<file path="config.mk">
export PLATFORM = sky130hd
export DESIGN_NAME = ansi_escape_text_parser_flat
export DESIGN_NICKNAME = d
export VERILOG_FILES = /design/src/rtl/aetp_pkg.sv /design/src/rtl/aetp_in_if.sv /design/src/rtl/aetp_out_if.sv /design/src/rtl/aetp_in_reg.sv /design/src/rtl/aetp_parser.sv /design/src/rtl/aetp_out_reg.sv /design/src/rtl/ansi_escape_text_parser.sv /design/src/flat_wrapper.sv
export VERILOG_INCLUDE_DIRS = /design/src /design/src/rtl
export SDC_FILE = /design/constraint.sdc
export NUM_CORES = 1
export LEC_CHECK = 0
export BUFFER_PORTS_ARGS = -buffer_cell sky130_fd_sc_hd__buf_2
export CORE_MARGIN = 5
export CORE_UTILIZATION = 40
export DETAILED_ROUTE_END_ITERATION = 6
export PLACE_DENSITY_LB_ADDON = 0.1
export SLEW_MARGIN = 0
export SYNTH_ARGS = -nofsm -noshare
export SYNTH_HDL_FRONTEND = slang
export SYNTH_SLANG_ARGS = --single-unit
export TNS_END_PERCENT = 50
</file>
<file path="constraint.sdc">
create_clock -name clk_i -period 8.1 [get_ports clk_i]
set_clock_uncertainty 0.1 [all_clocks]
set_input_delay 1.215 -clock clk_i [delete_from_list [all_inputs] [get_ports clk_i]]
set_output_delay 1.215 -clock clk_i [all_outputs]
set_load 0.02 [all_outputs]
</file>
<file path="src/rtl/assert_macros.svh">
// Assertion macros for the RTL of the escape parser; included by aetp_parser.
// Expects clk_i and rst_ni in the scope of every use.
`ifndef ASSERT_MACROS_SVH
`define ASSERT_MACROS_SVH

// Plain property, checked on every rising edge outside reset.
`define AETP_ASSERT(lbl, prop, msg) \
  lbl: assert property (@(posedge clk_i) disable iff (!rst_ni) (prop)) else $error(msg);

// Same-cycle implication.
`define AETP_ASSERT_IMP(lbl, ante, cons, msg) \
  `AETP_ASSERT(lbl, (ante) |-> (cons), msg)

// Next-cycle implication.
`define AETP_ASSERT_NEXT(lbl, ante, cons, msg) \
  `AETP_ASSERT(lbl, (ante) |=> (cons), msg)

`endif

</file>
<file path="src/rtl/aetp_pkg.sv">
// Types and character constants of the escape sequence parser.
// No dependencies; used by every module of the block.
`default_nettype none

package aetp_pkg;

  typedef enum logic [2:0] {
    ACT_EMIT   = 3'd0,
    ACT_DELETE = 3'd1,
    ACT_NORMAL = 3'd2,
    ACT_BOLD   = 3'd3,
    ACT_COLOR  = 3'd4
  } action_e;

  localparam logic [7:0] CH_NUL    = 8'h00;
  localparam logic [7:0] CH_BEL    = 8'h07;
  localparam logic [7:0] CH_BS     = 8'h08;
  localparam logic [7:0] CH_LF     = 8'h0A;
  localparam logic [7:0] CH_CR     = 8'h0D;
  localparam logic [7:0] CH_ESC    = 8'h1B;
  localparam logic [7:0] CH_SPACE  = 8'h20;
  localparam logic [7:0] CH_TILDE  = 8'h7E;
  localparam logic [7:0] CH_DEL    = 8'h7F;
  localparam logic [7:0] CH_NBSP   = 8'hA0;
  localparam logic [7:0] CH_CSI    = 8'h9B;
  localparam logic [7:0] CH_OSC    = 8'h9D;
  localparam logic [7:0] CH_ZERO   = 8'h30;
  localparam logic [7:0] CH_NINE   = 8'h39;
  localparam logic [7:0] CH_SEMI   = 8'h3B;
  localparam logic [7:0] CH_LBRACK = 8'h5B;
  localparam logic [7:0] CH_RBRACK = 8'h5D;
  localparam logic [7:0] CH_LPAREN = 8'h28;
  localparam logic [7:0] CH_RPAREN = 8'h29;
  localparam logic [7:0] CH_SGR    = 8'h6D;

  localparam int unsigned PARAM_W = 16;
  localparam logic [PARAM_W-1:0] PARAM_MAX   = 16'hFFFF;
  localparam logic [PARAM_W-1:0] SGR_RESET   = 16'd0;
  localparam logic [PARAM_W-1:0] SGR_BOLD    = 16'd1;
  localparam logic [PARAM_W-1:0] SGR_FG_BLK  = 16'd30;
  localparam logic [PARAM_W-1:0] SGR_FG_RED  = 16'd31;
  localparam logic [PARAM_W-1:0] SGR_FG_CYAN = 16'd36;
  localparam logic [PARAM_W-1:0] SGR_FG_WHT  = 16'd37;
  localparam logic [PARAM_W-1:0] SGR_FG_DEF  = 16'd39;

  localparam logic [2:0] COLOR_BLACK = 3'd0;

  // Character handed from the input register to the parser.
  typedef struct packed {
    logic       valid;
    logic [7:0] char_code;
  } step_t;

  // Parser result handed to the output register.
  typedef struct packed {
    logic       valid;
    action_e    action;
    logic [7:0] char_out;
    logic [2:0] color;
  } result_t;

endpackage

`default_nettype wire

</file>
<file path="src/rtl/aetp_in_if.sv">
// Input channel of the escape parser: one Latin-1 character per item.
// No dependencies.
`default_nettype none

interface aetp_in_if;
  logic       valid;
  logic       ready;
  logic [7:0] char_code;

  modport source (output valid, output char_code, input ready);
  modport sink (input valid, input char_code, output ready);
endinterface

`default_nettype wire

</file>
<file path="src/rtl/aetp_out_if.sv">
// Output channel of the escape parser: one display action per item.
// No dependencies.
`default_nettype none

interface aetp_out_if;
  logic       valid;
  logic       ready;
  logic [2:0] action;
  logic [7:0] char_out;
  logic [2:0] color;

  modport source (output valid, output action, output char_out, output color, input ready);
  modport sink (input valid, input action, input char_out, input color, output ready);
endinterface

`default_nettype wire

</file>
<file path="src/rtl/aetp_in_reg.sv">
// Input register of the escape parser: captures one character per item.
// Depends on aetp_pkg and aetp_in_if.
`default_nettype none

module aetp_in_reg
  import aetp_pkg::*;
(
  input  wire logic  clk_i,
  input  wire logic  rst_ni,
  aetp_in_if.sink    in_i,
  input  wire logic  advance_i,
  output step_t      step_o
);

  logic       valid_q, valid_d;
  logic [7:0] char_q;
  logic       take;

  // Accept when empty or when the held item moves on this cycle.
  assign in_i.ready = !valid_q || advance_i;
  assign take       = in_i.valid && in_i.ready;

  always_comb begin
    valid_d = valid_q;
    if (take) begin
      valid_d = 1'b1;
    end else if (advance_i) begin
      valid_d = 1'b0;
    end
  end

  always_ff @(posedge clk_i or negedge rst_ni) begin
    if (!rst_ni) begin
      valid_q <= 1'b0;
    end else begin
      valid_q <= valid_d;
    end
  end

  always_ff @(posedge clk_i) begin
    if (take) begin
      char_q <= in_i.char_code;
    end
  end

  assign step_o.valid     = valid_q && advance_i;
  assign step_o.char_code = char_q;

endmodule

`default_nettype wire

</file>
<file path="src/rtl/aetp_parser.sv">
// Escape sequence state and per-character decode of the parser.
// Depends on aetp_pkg and assert_macros.svh.
`default_nettype none
`include "assert_macros.svh"

module aetp_parser
  import aetp_pkg::*;
(
  input  wire logic clk_i,
  input  wire logic rst_ni,
  input  step_t     step_i,
  output result_t   res_o
);

  logic               esc_q, esc_d;
  logic               csi_q, csi_d;
  logic               osc_q, osc_d;
  logic               sep_q, sep_d;
  logic [PARAM_W-1:0] param_q, param_d;
  logic               present_q, present_d;

  logic [7:0]         c;
  logic               is_digit;
  logic               is_final;
  logic [PARAM_W+3:0] acc;
  logic [PARAM_W-1:0] color_off;

  assign c         = step_i.char_code;
  assign is_digit  = (c >= CH_ZERO) && (c <= CH_NINE);
  // base * 10 + digit; an absent parameter is already zero
  assign acc       = ({4'd0, param_q} << 3) + ({4'd0, param_q} << 1)
                   + {{PARAM_W{1'b0}}, 4'(c - CH_ZERO)};
  assign color_off = param_q - SGR_FG_BLK;

  always_comb begin
    esc_d     = esc_q;
    csi_d     = csi_q;
    osc_d     = osc_q;
    sep_d     = sep_q;
    param_d   = param_q;
    present_d = present_q;
    is_final  = 1'b0;
    res_o     = '{valid: 1'b0, action: ACT_EMIT, char_out: 8'd0, color: COLOR_BLACK};

    if (esc_q) begin
      if (csi_q || osc_q) begin
        priority if (is_digit) begin
          if (sep_q) begin
            param_d   = (acc[PARAM_W+3:PARAM_W] != 4'd0) ? PARAM_MAX : acc[PARAM_W-1:0];
            present_d = 1'b1;
          end
        end else if (c == CH_SEMI) begin
          sep_d = 1'b1;
        end else if (osc_q && (c == CH_BEL)) begin
          is_final = 1'b1;
        end else if (csi_q) begin
          is_final = (c != CH_NUL);
        end else begin
          // OSC body: drop
        end
      end else begin
        priority if (c == CH_LBRACK) begin
          csi_d = 1'b1;
        end else if (c == CH_RBRACK) begin
          osc_d = 1'b1;
        end else if ((c == CH_LPAREN) || (c == CH_RPAREN)) begin
          // character set selection: drop
        end else begin
          is_final = (c != CH_NUL);
        end
      end

      if (is_final) begin
        esc_d     = 1'b0;
        csi_d     = 1'b0;
        osc_d     = 1'b0;
        sep_d     = 1'b0;
        param_d   = '0;
        present_d = 1'b0;
        if (c == CH_SGR) begin
          priority if (!present_q) begin
            res_o.valid  = 1'b1;
            res_o.action = ACT_COLOR;
          end else if (param_q == SGR_RESET) begin
            res_o.valid  = 1'b1;
            res_o.action = ACT_NORMAL;
          end else if (param_q == SGR_BOLD) begin
            res_o.valid  = 1'b1;
            res_o.action = ACT_BOLD;
          end else if ((param_q >= SGR_FG_RED) && (param_q <= SGR_FG_CYAN)) begin
            res_o.valid  = 1'b1;
            res_o.action = ACT_COLOR;
            res_o.color  = color_off[2:0];
          end else if ((param_q == SGR_FG_BLK) || (param_q == SGR_FG_WHT) ||
                       (param_q == SGR_FG_DEF)) begin
            res_o.valid  = 1'b1;
            res_o.action = ACT_COLOR;
          end else begin
            // unsupported attribute: no item
          end
        end
      end
    end else begin
      priority if (c == CH_CR) begin
        res_o.valid    = 1'b1;
        res_o.char_out = CH_LF;
      end else if (((c >= CH_SPACE) && (c <= CH_TILDE)) || (c >= CH_NBSP) || (c == CH_LF)) begin
        res_o.valid    = 1'b1;
        res_o.char_out = c;
      end else if ((c == CH_DEL) || (c == CH_BS)) begin
        res_o.valid  = 1'b1;
        res_o.action = ACT_DELETE;
      end else if (c == CH_ESC) begin
        esc_d = 1'b1;
      end else if (c == CH_CSI) begin
        esc_d = 1'b1;
        csi_d = 1'b1;
      end else if (c == CH_OSC) begin
        esc_d = 1'b1;
        osc_d = 1'b1;
      end else begin
        // other controls: drop
      end
    end

    // Hold state and suppress the result when no character moves.
    if (!step_i.valid) begin
      esc_d       = esc_q;
      csi_d       = csi_q;
      osc_d       = osc_q;
      sep_d       = sep_q;
      param_d     = param_q;
      present_d   = present_q;
      res_o.valid = 1'b0;
    end
  end

  always_ff @(posedge clk_i or negedge rst_ni) begin
    if (!rst_ni) begin
      esc_q     <= 1'b0;
      csi_q     <= 1'b0;
      osc_q     <= 1'b0;
      sep_q     <= 1'b0;
      param_q   <= '0;
      present_q <= 1'b0;
    end else begin
      esc_q     <= esc_d;
      csi_q     <= csi_d;
      osc_q     <= osc_d;
      sep_q     <= sep_d;
      param_q   <= param_d;
      present_q <= present_d;
    end
  end

  `AETP_ASSERT(a_csi_osc_excl, !(csi_q && osc_q), "CSI and OSC active together")
  `AETP_ASSERT_IMP(a_sub_needs_esc, csi_q || osc_q, esc_q, "CSI/OSC without escape")
  `AETP_ASSERT_IMP(a_param_after_sep, present_q, sep_q && (csi_q || osc_q),
                   "parameter present outside a separated sequence")
  `AETP_ASSERT_IMP(a_absent_is_zero, !present_q, param_q == '0,
                   "absent parameter holds a value")
  `AETP_ASSERT_IMP(a_result_clean, res_o.valid && (res_o.action != ACT_EMIT),
                   res_o.char_out == 8'd0, "non-emit item carries a character")
  `AETP_ASSERT_NEXT(a_final_clears, res_o.valid && (res_o.action != ACT_EMIT) &&
                    (res_o.action != ACT_DELETE), !esc_q && !present_q,
                    "sequence state survives a final character")

endmodule

`default_nettype wire

</file>
<file path="src/rtl/aetp_out_reg.sv">
// Output register of the escape parser: holds one result item until taken.
// Depends on aetp_pkg and aetp_out_if.
`default_nettype none

module aetp_out_reg
  import aetp_pkg::*;
(
  input  wire logic  clk_i,
  input  wire logic  rst_ni,
  input  result_t    res_i,
  output logic       free_o,
  aetp_out_if.source out_o
);

  logic       valid_q;
  action_e    action_q;
  logic [7:0] char_q;
  logic [2:0] color_q;

  // Load a new result once the held one is gone or leaves now.
  assign free_o = !valid_q || out_o.ready;

  always_ff @(posedge clk_i or negedge rst_ni) begin
    if (!rst_ni) begin
      valid_q <= 1'b0;
    end else if (free_o) begin
      valid_q <= res_i.valid;
    end
  end

  always_ff @(posedge clk_i) begin
    if (free_o && res_i.valid) begin
      action_q <= res_i.action;
      char_q   <= res_i.char_out;
      color_q  <= res_i.color;
    end
  end

  assign out_o.valid    = valid_q;
  assign out_o.action   = action_q;
  assign out_o.char_out = char_q;
  assign out_o.color    = color_q;

endmodule

`default_nettype wire

</file>
<file path="src/rtl/ansi_escape_text_parser.sv">
// Top level of the ANSI/VT100 escape sequence parser.
// Depends on aetp_pkg, aetp_in_if, aetp_out_if, aetp_in_reg, aetp_parser, aetp_out_reg.
//
//   channel  dir  payload                         per item
//   in_i     in   char_code[7:0]                  one Latin-1 character
//   out_o    out  action[2:0] char_out[7:0] color[2:0]  zero or one per character
//
// One character per cycle while out_o is not stalled; a character waits in the input register,
// then is decoded into the output register, from which its result leaves.
// Reset clears the sequence state and both stage valids; no clearing pass.
// A stalled output holds the input register; in_i.ready drops only when both are full.

`default_nettype none

module ansi_escape_text_parser
  import aetp_pkg::*;
(
  input  wire logic  clk_i,
  input  wire logic  rst_ni,
  aetp_in_if.sink    in_i,
  aetp_out_if.source out_o
);

  step_t   step;
  result_t res;
  logic    free;

  aetp_in_reg u_in_reg (
    .clk_i     (clk_i),
    .rst_ni    (rst_ni),
    .in_i      (in_i),
    .advance_i (free),
    .step_o    (step)
  );

  aetp_parser u_parser (
    .clk_i  (clk_i),
    .rst_ni (rst_ni),
    .step_i (step),
    .res_o  (res)
  );

  aetp_out_reg u_out_reg (
    .clk_i  (clk_i),
    .rst_ni (rst_ni),
    .res_i  (res),
    .free_o (free),
    .out_o  (out_o)
  );

endmodule

`default_nettype wire
</file>
<file path="src/flat_wrapper.sv">
// flat-port wrapper written by rule: the top's interface ports become plain ports
module ansi_escape_text_parser_flat import aetp_pkg::*;
  (clk_i, rst_ni, in_i_valid, in_i_char_code, in_i_ready, out_o_valid, out_o_action, out_o_char_out, out_o_color, out_o_ready);
  aetp_in_if in_i_i ();
  aetp_out_if out_o_i ();
  input  wire logic clk_i;
  input  wire logic rst_ni;
  input wire logic [$bits(in_i_i.valid)-1:0] in_i_valid;
  input wire logic [$bits(in_i_i.char_code)-1:0] in_i_char_code;
  output wire logic [$bits(in_i_i.ready)-1:0] in_i_ready;
  output wire logic [$bits(out_o_i.valid)-1:0] out_o_valid;
  output wire logic [$bits(out_o_i.action)-1:0] out_o_action;
  output wire logic [$bits(out_o_i.char_out)-1:0] out_o_char_out;
  output wire logic [$bits(out_o_i.color)-1:0] out_o_color;
  input wire logic [$bits(out_o_i.ready)-1:0] out_o_ready;
  assign in_i_i.valid = in_i_valid;
  assign in_i_i.char_code = in_i_char_code;
  assign in_i_ready = in_i_i.ready;
  assign out_o_valid = out_o_i.valid;
  assign out_o_action = out_o_i.action;
  assign out_o_char_out = out_o_i.char_out;
  assign out_o_color = out_o_i.color;
  assign out_o_i.ready = out_o_ready;
  ansi_escape_text_parser u_core (.clk_i(clk_i), .rst_ni(rst_ni), .in_i(in_i_i), .out_o(out_o_i));
endmodule
</file>
==> results.md <==
* Seq. cell area at 1240 sq um
* Sequential element share of the synthesized area at 36.5%
* Initial DRC Count at 271
* Mean post-synth cell area at 9.63 sq um
* Critical path's slowest cell: edfxtp_1
* Antenna viol nets, final at 0
* Largest cells by area after synthesis: edfxtp_1 19%, dfrtp_1 17%, ha_1 11%
* Design Power at 484 uW
* Post-detail-place hpwl at 6.20 mm
* Final hold violation count at 0
* First-pass GRT wire length at 13.6 mm
* Post-DR vias/cell at roughly 6
* Post-CTS Setup Bufs at 0
* Post-Synthesis Cells at 352
* CP arrival at 3.76 ns
* Most Used Layer, Global Route: met1
* Fmax at 0.273 GHz
* Largest area contributor in the netlist: edfxtp_1
* Run status: completed
* Die area at 10400 sq um
* Slew Limit Fails at 0
* Data required time of the worst path at a little over 8 ns
* Cell family contributing the most delay on the critical path: compound AO/OA/AOI/OAI gates
* Most frequent cells in the layout: 31 x ha_1, 27 x buf_2, 26 x nor2_1, 23 x dfrtp_1, 22 x edfxtp_1
* Hold buffer count at CTS at 0
* Post-route clock period utilization at 45.2%
* GR Layer Usage met1 at 27.4%
* Max_slew headroom at 23.3%
* CTS Buffer Depth at 2
* WS Path Type: register to register
* Drt first pass iters at 5
* Leak at 1.66 nW
* Tmin final at about 3.7 ns
* Grt total ovfl at 0
* Crit path cell chain: inv_1 > fa_1 > fa_1 > nor2b_1 > o2111ai_1 > a311oi_1 > o311ai_0 > a22oi_2 > a31oi_4 > a221o_2
* CTS tree: done
* Synth cell types at 66
* # rows at 33
* PwrDens at around 130 nW/um^2
* RSZ-0062 raised after global routing: no
* CTS root buf: clkbuf_8
* Final Hold Slack at 0.397 ns
* CTS Buf Count at 5
* Gp weighted congestion at 0.863
* CTS clk-pin slew, worst paths at 0.09 ns
* Area of the multi-input gates at 2010 sq um
* Initial antenna violation count at 0
* Slowest cell delay on critical path at 0.59 ns
* Post-CTS Resized at 0
* Grt met2 use at 21.6%
* Post-synth ARST share at 51.1%
* Peak supply drop at roughly 0.084 mV
* Commonest non-fill, non-tap cell in the layout: ha_1
* Clock Sinks at 45
* Layout cell share with drive strength beyond 1 at 17.5%
* Largest net degree at the start of global routing at 24
* Port-buffer cells at 27
* Design Area, Final at ~3700 sq um
* Setup TNS at 0 ns
* WL final at just over 8 mm
* Fillers at 820
* Post-synthesis net count at 397
* Commonest register cell after synthesis: dfrtp_1
* # Max-Cap Violations at 0
* Mapped Area at around 3400 sq um
* DRC viols at 0
* Critical Path Source Type: register
* Area post-placement at roughly 3600 sq um
* Per-cell routed wire length at about 17 microns
* Core footprint at 8220 sq um
* I/O pin count at 28
* Die Wd at 102 microns
* Actual slew at the worst max-slew pin at about 1.1 ns
* Crit end category: register
* H-tree Lvls at 2
* Grt met3 use at 2.87%
* Layout area overhead at 9.05%
* Vias at 2822
* Vias in the first global route at 2594
* # diodes at 0
* Hold WC Path Type: register to register
* Die Height at 102 microns
* Flops & latches, synth at 45
* Setup violators final at 0
* Tot GR Track Use at around 16%
* Worst path bufs/invs at 1
* Crit path max fanout at 16
* Number of synthesis warnings at 0
* EDFF count, synth at 22
* CP most frequent cell: fa_1
* Clock Latency Late Sink at 0.31 ns
* Yosys top cell area share at about a fifth
* Nets at roughly 420
* Initial Util at 41.2%
==> cells by family after synthesis <==
kind of cell | after synthesis | synth area share [%]
xor gates and xnor gates | 13 | 3.36
DFF | 45 | 36.5
AOI/OAI and AO/OA | 104 | 23.8
and+or+nand+nor | 120 | 19.1
muxes | 1 | 0.332
adders and majority gates | 33 | 12.6
buffers and inverters | 36 | 4.32
==> Yosys cell counts, drive strengths merged (3+ instances only) <==
| cell type | count |
|---|---|
| xnor2 | 8 |
| dfrtp | 23 |
| nor3 | 10 |
| nor4 | 10 |
| a21o | 9 |
| o21a | 4 |
| and2 | 6 |
| inv | 20 |
| nand4 | 4 |
| xor2 | 5 |
| nand3 | 11 |
| nor2 | 26 |
| and3 | 7 |
| a21oi | 14 |
| or4 | 4 |
| a221o | 16 |
| o211ai | 6 |
| nand2b | 5 |
| clkbuf | 12 |
| a31oi | 7 |
| a22oi | 3 |
| nand2 | 21 |
| o21ai | 20 |
| nor2b | 5 |
| buf | 4 |
| ha | 31 |
| edfxtp | 22 |
==> final timing paths <==
| path | start | end | slack (ns) | depth (start not counted) |
|---|---|---|---|---|
| setup reg to reg | u_core.u_in_reg.char_q[3] | u_core.u_parser.param_q[9] | 4.44 | 10 |
| max in group asynchronous | rst_ni | u_core.u_parser.sep_q | 6.77 | 1 |
| hold / removal | u_core.u_parser.sep_q | u_core.u_parser.sep_q | 0.40 | 1 |
| min in group asynchronous | rst_ni | u_core.u_parser.param_q[13] | 0.77 | 1 |
| setup / recovery | u_core.u_in_reg.char_q[3] | u_core.u_parser.param_q[9] | 4.44 | 10 |
| hold reg to reg | u_core.u_parser.sep_q | u_core.u_parser.sep_q | 0.40 | 1 |
==> stage by stage <==
step,cells,setup WS (ns),utilization [%]
after floorplan,352,4.74,-
after global placement,468,4.54,43.6
after global routing,476,4.15,45.0
final,476,4.44,45.0
after CTS,476,4.44,45.0
after detailed placement,468,4.44,43.6
==> flip-flops by register name (all words and copies together), names as in the netlist <==
signal	flops
u_core.u_in_reg.char_q	8
u_core.u_in_reg.valid_q	1
u_core.u_out_reg.out_o.action	3
u_core.u_out_reg.out_o.char_out	8
u_core.u_out_reg.out_o.color	3
u_core.u_out_reg.out_o.valid	1
u_core.u_parser.csi_q	1
u_core.u_parser.esc_q	1
u_core.u_parser.osc_q	1
u_core.u_parser.param_q	16
u_core.u_parser.present_q	1
u_core.u_parser.sep_q	1
==> final cells by class <==
class                   count  area share [%]
flip-flops and latches     45            33.5
clock buffers               6            1.96
well taps                 105            3.56
clock inverters             2            1.05
inverters                  20            2.03
multi-input cells         271            54.3
repair buffers             27            3.66
==> layer usage <==
layer / share of wire, % / up-vias
met5: 0 / -
met2: 40 / 95
met1: 53 / 1329
met3: 6.4 / 8
met4: 1.2 / 0
li1: - / 1390
==> power by group <==
group	internal, mW	switching [mW]	total [mW]
combinational	0.0160	0.0319	0.0479
clock	0.0927	0.0801	0.173
sequential	0.253	0.0110	0.264
Note: power is estimated with default switching activity, not from simulation.
